===== config.mk =====
export PLATFORM = sky130hd
export DESIGN_NAME = bbpe_weight
export DESIGN_NICKNAME = d
export VERILOG_FILES = /design/src/rtl/bbpe_pkg.sv /design/src/rtl/bbpe_weight.sv
export SDC_FILE = /design/constraint.sdc
export NUM_CORES = 2
export LEC_CHECK = 0
export ABC_AREA = 1
export BUFFER_PORTS_ARGS = -buffer_cell sky130_fd_sc_hd__buf_2
export CORE_ASPECT_RATIO = 1.2
export CORE_MARGIN = 1
export CORE_UTILIZATION = 55
export DETAILED_ROUTE_END_ITERATION = 8
export GPL_TIMING_DRIVEN = 0
export PLACE_DENSITY = 0.71
export SYNTH_ARGS = -nofsm -noshare
export SYNTH_HDL_FRONTEND = slang
export SYNTH_SLANG_ARGS = --single-unit

===== constraint.sdc =====
create_clock -name clk_i -period 7.3 [get_ports clk_i]
set_input_delay 1.46 -clock clk_i [delete_from_list [all_inputs] [get_ports clk_i]]
set_output_delay 1.46 -clock clk_i [all_outputs]
set_load 0.05 [all_outputs]

===== src/rtl/bbpe_pkg.sv =====
// Types, constants and reset grid shared by the Bezier patch evaluator.
`timescale 1ns / 1ps
package bbpe_pkg;

  localparam int CoordWidth    = 16;
  localparam int ParamFracBits = 16;
  localparam int NumPoints     = 9;
  localparam int IndexWidth    = 4;

  localparam logic signed [CoordWidth-1:0] CoordOne      = CoordWidth'(256);
  localparam logic signed [CoordWidth-1:0] CoordOneHalf  = CoordWidth'(384);
  localparam logic signed [CoordWidth-1:0] CoordTwo      = CoordWidth'(512);
  localparam logic signed [CoordWidth-1:0] CoordZero     = '0;
  localparam logic signed [CoordWidth-1:0] CoordMinusOne = -CoordWidth'(256);

  typedef enum logic {
    FUNC_LOAD = 1'b0,
    FUNC_EVAL = 1'b1
  } func_e;

  typedef logic signed [CoordWidth-1:0] coord_t;
  typedef logic [ParamFracBits:0]       param_t;
  typedef param_t [2:0]                 wvec_t;

  typedef struct packed {
    func_e                 func;
    logic [IndexWidth-1:0] point_index;
    coord_t                point_x;
    coord_t                point_y;
    coord_t                point_z;
    param_t                param_u;
    param_t                param_v;
  } in_t;

  typedef struct packed {
    coord_t surf_x;
    coord_t surf_y;
    coord_t surf_z;
  } out_t;

  function automatic coord_t dome_coord(int idx, int axis);
    coord_t v;
    v = CoordZero;
    case (axis)
      0: begin
        case (idx % 3)
          0: v = CoordOne;
          2: v = CoordMinusOne;
          default: v = CoordZero;
        endcase
      end
      1: begin
        case (idx)
          4: v = CoordTwo;
          1, 7: v = CoordOneHalf;
          default: v = CoordOne;
        endcase
      end
      default: begin
        case (idx / 3)
          0: v = CoordMinusOne;
          2: v = CoordOne;
          default: v = CoordZero;
        endcase
      end
    endcase
    return v;
  endfunction

endpackage


===== src/rtl/bbpe_weight.sv =====
// Two-stage Bernstein weight generator for one surface parameter.
`timescale 1ns / 1ps
module bbpe_weight
  import bbpe_pkg::*;
(
  input  logic   clk_i,
  input  logic   en_i,
  input  param_t t_i,
  output wvec_t  w_o
);

  localparam param_t ParamOne = param_t'(1) << ParamFracBits;
  localparam int     ProdW    = 2 * (ParamFracBits + 1);

  param_t t_d, t_q, omt_d, omt_q;
  wvec_t  w_d, w_q;
  logic [ProdW-1:0] p_omt_omt, p_omt_t, p_t_t;

  always_comb begin
    t_d   = (t_i > ParamOne) ? ParamOne : t_i;
    omt_d = ParamOne - t_d;
  end

  always_comb begin
    p_omt_omt = ProdW'(omt_q) * ProdW'(omt_q);
    p_omt_t   = ProdW'(omt_q) * ProdW'(t_q);
    p_t_t     = ProdW'(t_q) * ProdW'(t_q);
    w_d[0]    = param_t'(p_omt_omt >> ParamFracBits);
    w_d[1]    = param_t'(p_omt_t >> (ParamFracBits - 1));
    w_d[2]    = param_t'(p_t_t >> ParamFracBits);
  end

  always_ff @(posedge clk_i) begin
    if (en_i) begin
      t_q   <= t_d;
      omt_q <= omt_d;
      w_q   <= w_d;
    end
  end

  assign w_o = w_q;

endmodule


==> qor.csv <==
metric,value,unit
outcome,completed,
Syn Inst Count,3736,
Hold Slack,1113,ps
storage element area,2522,um^2
crit-path max FO,10,
"most common cell after layout, fill and taps aside",inv_1,
"Net Count, Synth",4663,
largest net degree at the start of global routing,51,
Syn Std Cell Area,29710,um^2
global-route wire length before repair,125.8,mm
layout net count,4744,
worst clock skew,24.86,ps
Worst Path Arrival,7140,ps
io pins,70,
hold path startpoint,omt_q[15],
vias in the first global route,23850,
Final Critical Period,6985,ps
most frequent cells in the layout,"1,200 x inv_1, 861 x nand2_1, 599 x fa_1, 309 x ha_1, 137 x nor2_1",
grt ovf,0,
"Setup Fix Bufs, Post-CTS",0,
H-tree Lvls,3,
Peak Freq,143.2,MHz
placed wire-length estimate,67.86,mm
DIE HEIGHT,256.6,um
ANT nets after route,0,
RR Startpoint,omt_q[2],
Setup CP Type,reg -> reg,
Via-to-Cell Ratio,5.261,
critical path data required time,7460,ps
area of the multi-input gates,22210,um^2
fin crit share,95.68,%
drt pass-1 iters,6,
CORE AREA,52950,um^2
"Seq/Total Area, Yosys",8.489,%
RePlAce Congestion,0.9876,
GRT Util Overall,30.19,%
synthesized area per cell,7.953,um^2
relative slew slack,29.40,%
Port-buffer cells,69,
setup_tns,0,ps
crit path from,omt_q[2],
area delta synth->final,5.314,%
Die ar.,54960,um^2
ys flop type,edfxtp_1,
CTS max path bufs,2,
via count,23830,
Fin. Hold Viols,0,
R2R setup slack,320,ps
maxcap violations,0,
Sink Count,84,
CTS tree,built,
warnings from Yosys,0,
Final Max Slew Viols,0,
asr flop ratio synth,0,%
synth top area cells,"fa_1 40%, inv_1 15%, ha_1 13%",
Tightest Pin Transition,1059,ps
DRC,0,
cts hold-fix bufs,0,
#FFs+latches synth,84,
Post-synth EDFFs,84,
Clock Root Buffer,clkbuf_16,
CP Capture Type,flip-flop,
share of layout cells above drive strength 1,2.616,%
clock-pin slew on the worst setup and hold paths,80,ps
CTS buffer count,9,
filler cell count in the final layout,4919,
drt first-iter violations,1915,
# resized after CTS,0,
width of the die,214.2,um
wire per inst,17.73,um
Yosys top cell area share,40.36,%
Worst Hold Class,reg -> reg,
initial antenna violation count,1,
routed wire length,80.28,mm
Placement Rows,92,
endpoints failing setup,0,
RSZ-0062 raised after global routing,no,
Critical Path Source Type,flip-flop,
Clock Latency Late Sink,410,ps
starting density of the core,56.11,%
Cell variety after synth,40,
cell taking the most area after synthesis,fa_1,
[metrics by stage]
step,area (um^2),setup WS [ps],instances,utilization (%)
global placement,30940,539.8,4510,58.43
global route,31290,116.2,4527,59.09
floorplan,29710,1740,3736,-
CTS,31290,487.6,4527,59.09
detailed placement,30970,528.7,4511,58.49
finish,31290,315.1,4529,59.10
[logic make-up (layout without fill, tap and decap cells)]
family / Yosys count / count (layout) / synth area share [%]
AOI/OAI and AO/OA: 234 / 234 / 4.582
xor gates and xnor gates: 67 / 67 / 1.975
adders and majority gates: 908 / 908 / 53.37
buffers and inverters: 1325 / 1411 / 16.78
DFF: 84 / 84 / 8.489
other: 0 / 2 / 0
and+or+nand+nor: 1118 / 1118 / 14.81
[synthesized netlist by cell type (4+ instances only)]
master	count
nor2_1	137
edfxtp_1	84
buf_1	6
a21o_1	19
fa_1	599
nand4_1	8
xor2_1	46
nand2_1	861
o41ai_1	6
o21ai_1	5
a21oi_1	96
a21boi_0	10
nor3_1	20
nand3b_1	4
xnor2_1	21
a31oi_1	5
o21ai_0	61
or2_2	5
clkbuf_1	115
nor4_1	4
inv_1	1200
ha_1	309
nand3_1	70
o21bai_1	21
[per-layer routing]
| layer | up-vias | routed length, um | GRT usage (%) |
|---|---|---|---|
| li1 | 10880 | - | - |
| met1 | 11680 | 30400 | 38.47 |
| met2 | 1073 | 37920 | 49.27 |
| met3 | 196 | 8897 | 7.853 |
| met4 | 4 | 2965 | 11.31 |
| met5 | - | 91 | 1.053 |
[cell type report]
class	count	share of cell area, %
Antenna cell	2	0.01599
Timing Repair Buffer	70	1.200
Multi-Input combinational cell	2327	70.96
Tap cell	705	2.819
Clock inverter	6	0.2799
Clock buffer	10	0.7317
Buffer	123	1.511
Sequential cell	84	8.061
Inverter	1202	14.42
[registers in the layout, summed over array words and instances (netlist names)]
signal	cells
t_q	17
w_o	51
omt_q	16
[path summary, 6_finish.rpt]
path | end | cells after the start
max | w_o[7] | 20
min | w_o[16] | 7
max reg2reg | w_o[7] | 20
min reg2reg | w_o[16] | 7
[critical path, cell delays in order (launching register included)]
cell and delay, ps:
edfxtp_1 590, clkbuf_1 360, clkbuf_1 810, nand2_1 170, fa_1 530, fa_1 550
inv_1 50, fa_1 490, fa_1 510, fa_1 490, inv_1 50, fa_1 470
inv_1 40, ha_1 360, nand2_1 120, inv_1 50, a21oi_1 290, o21ai_0 300
a21oi_1 200, nand2_1 130, xor2_1 160
Power is left out: the tool's default activity adds up to more than one toggle a clock period on the data nets, which glitch-free logic cannot reach.
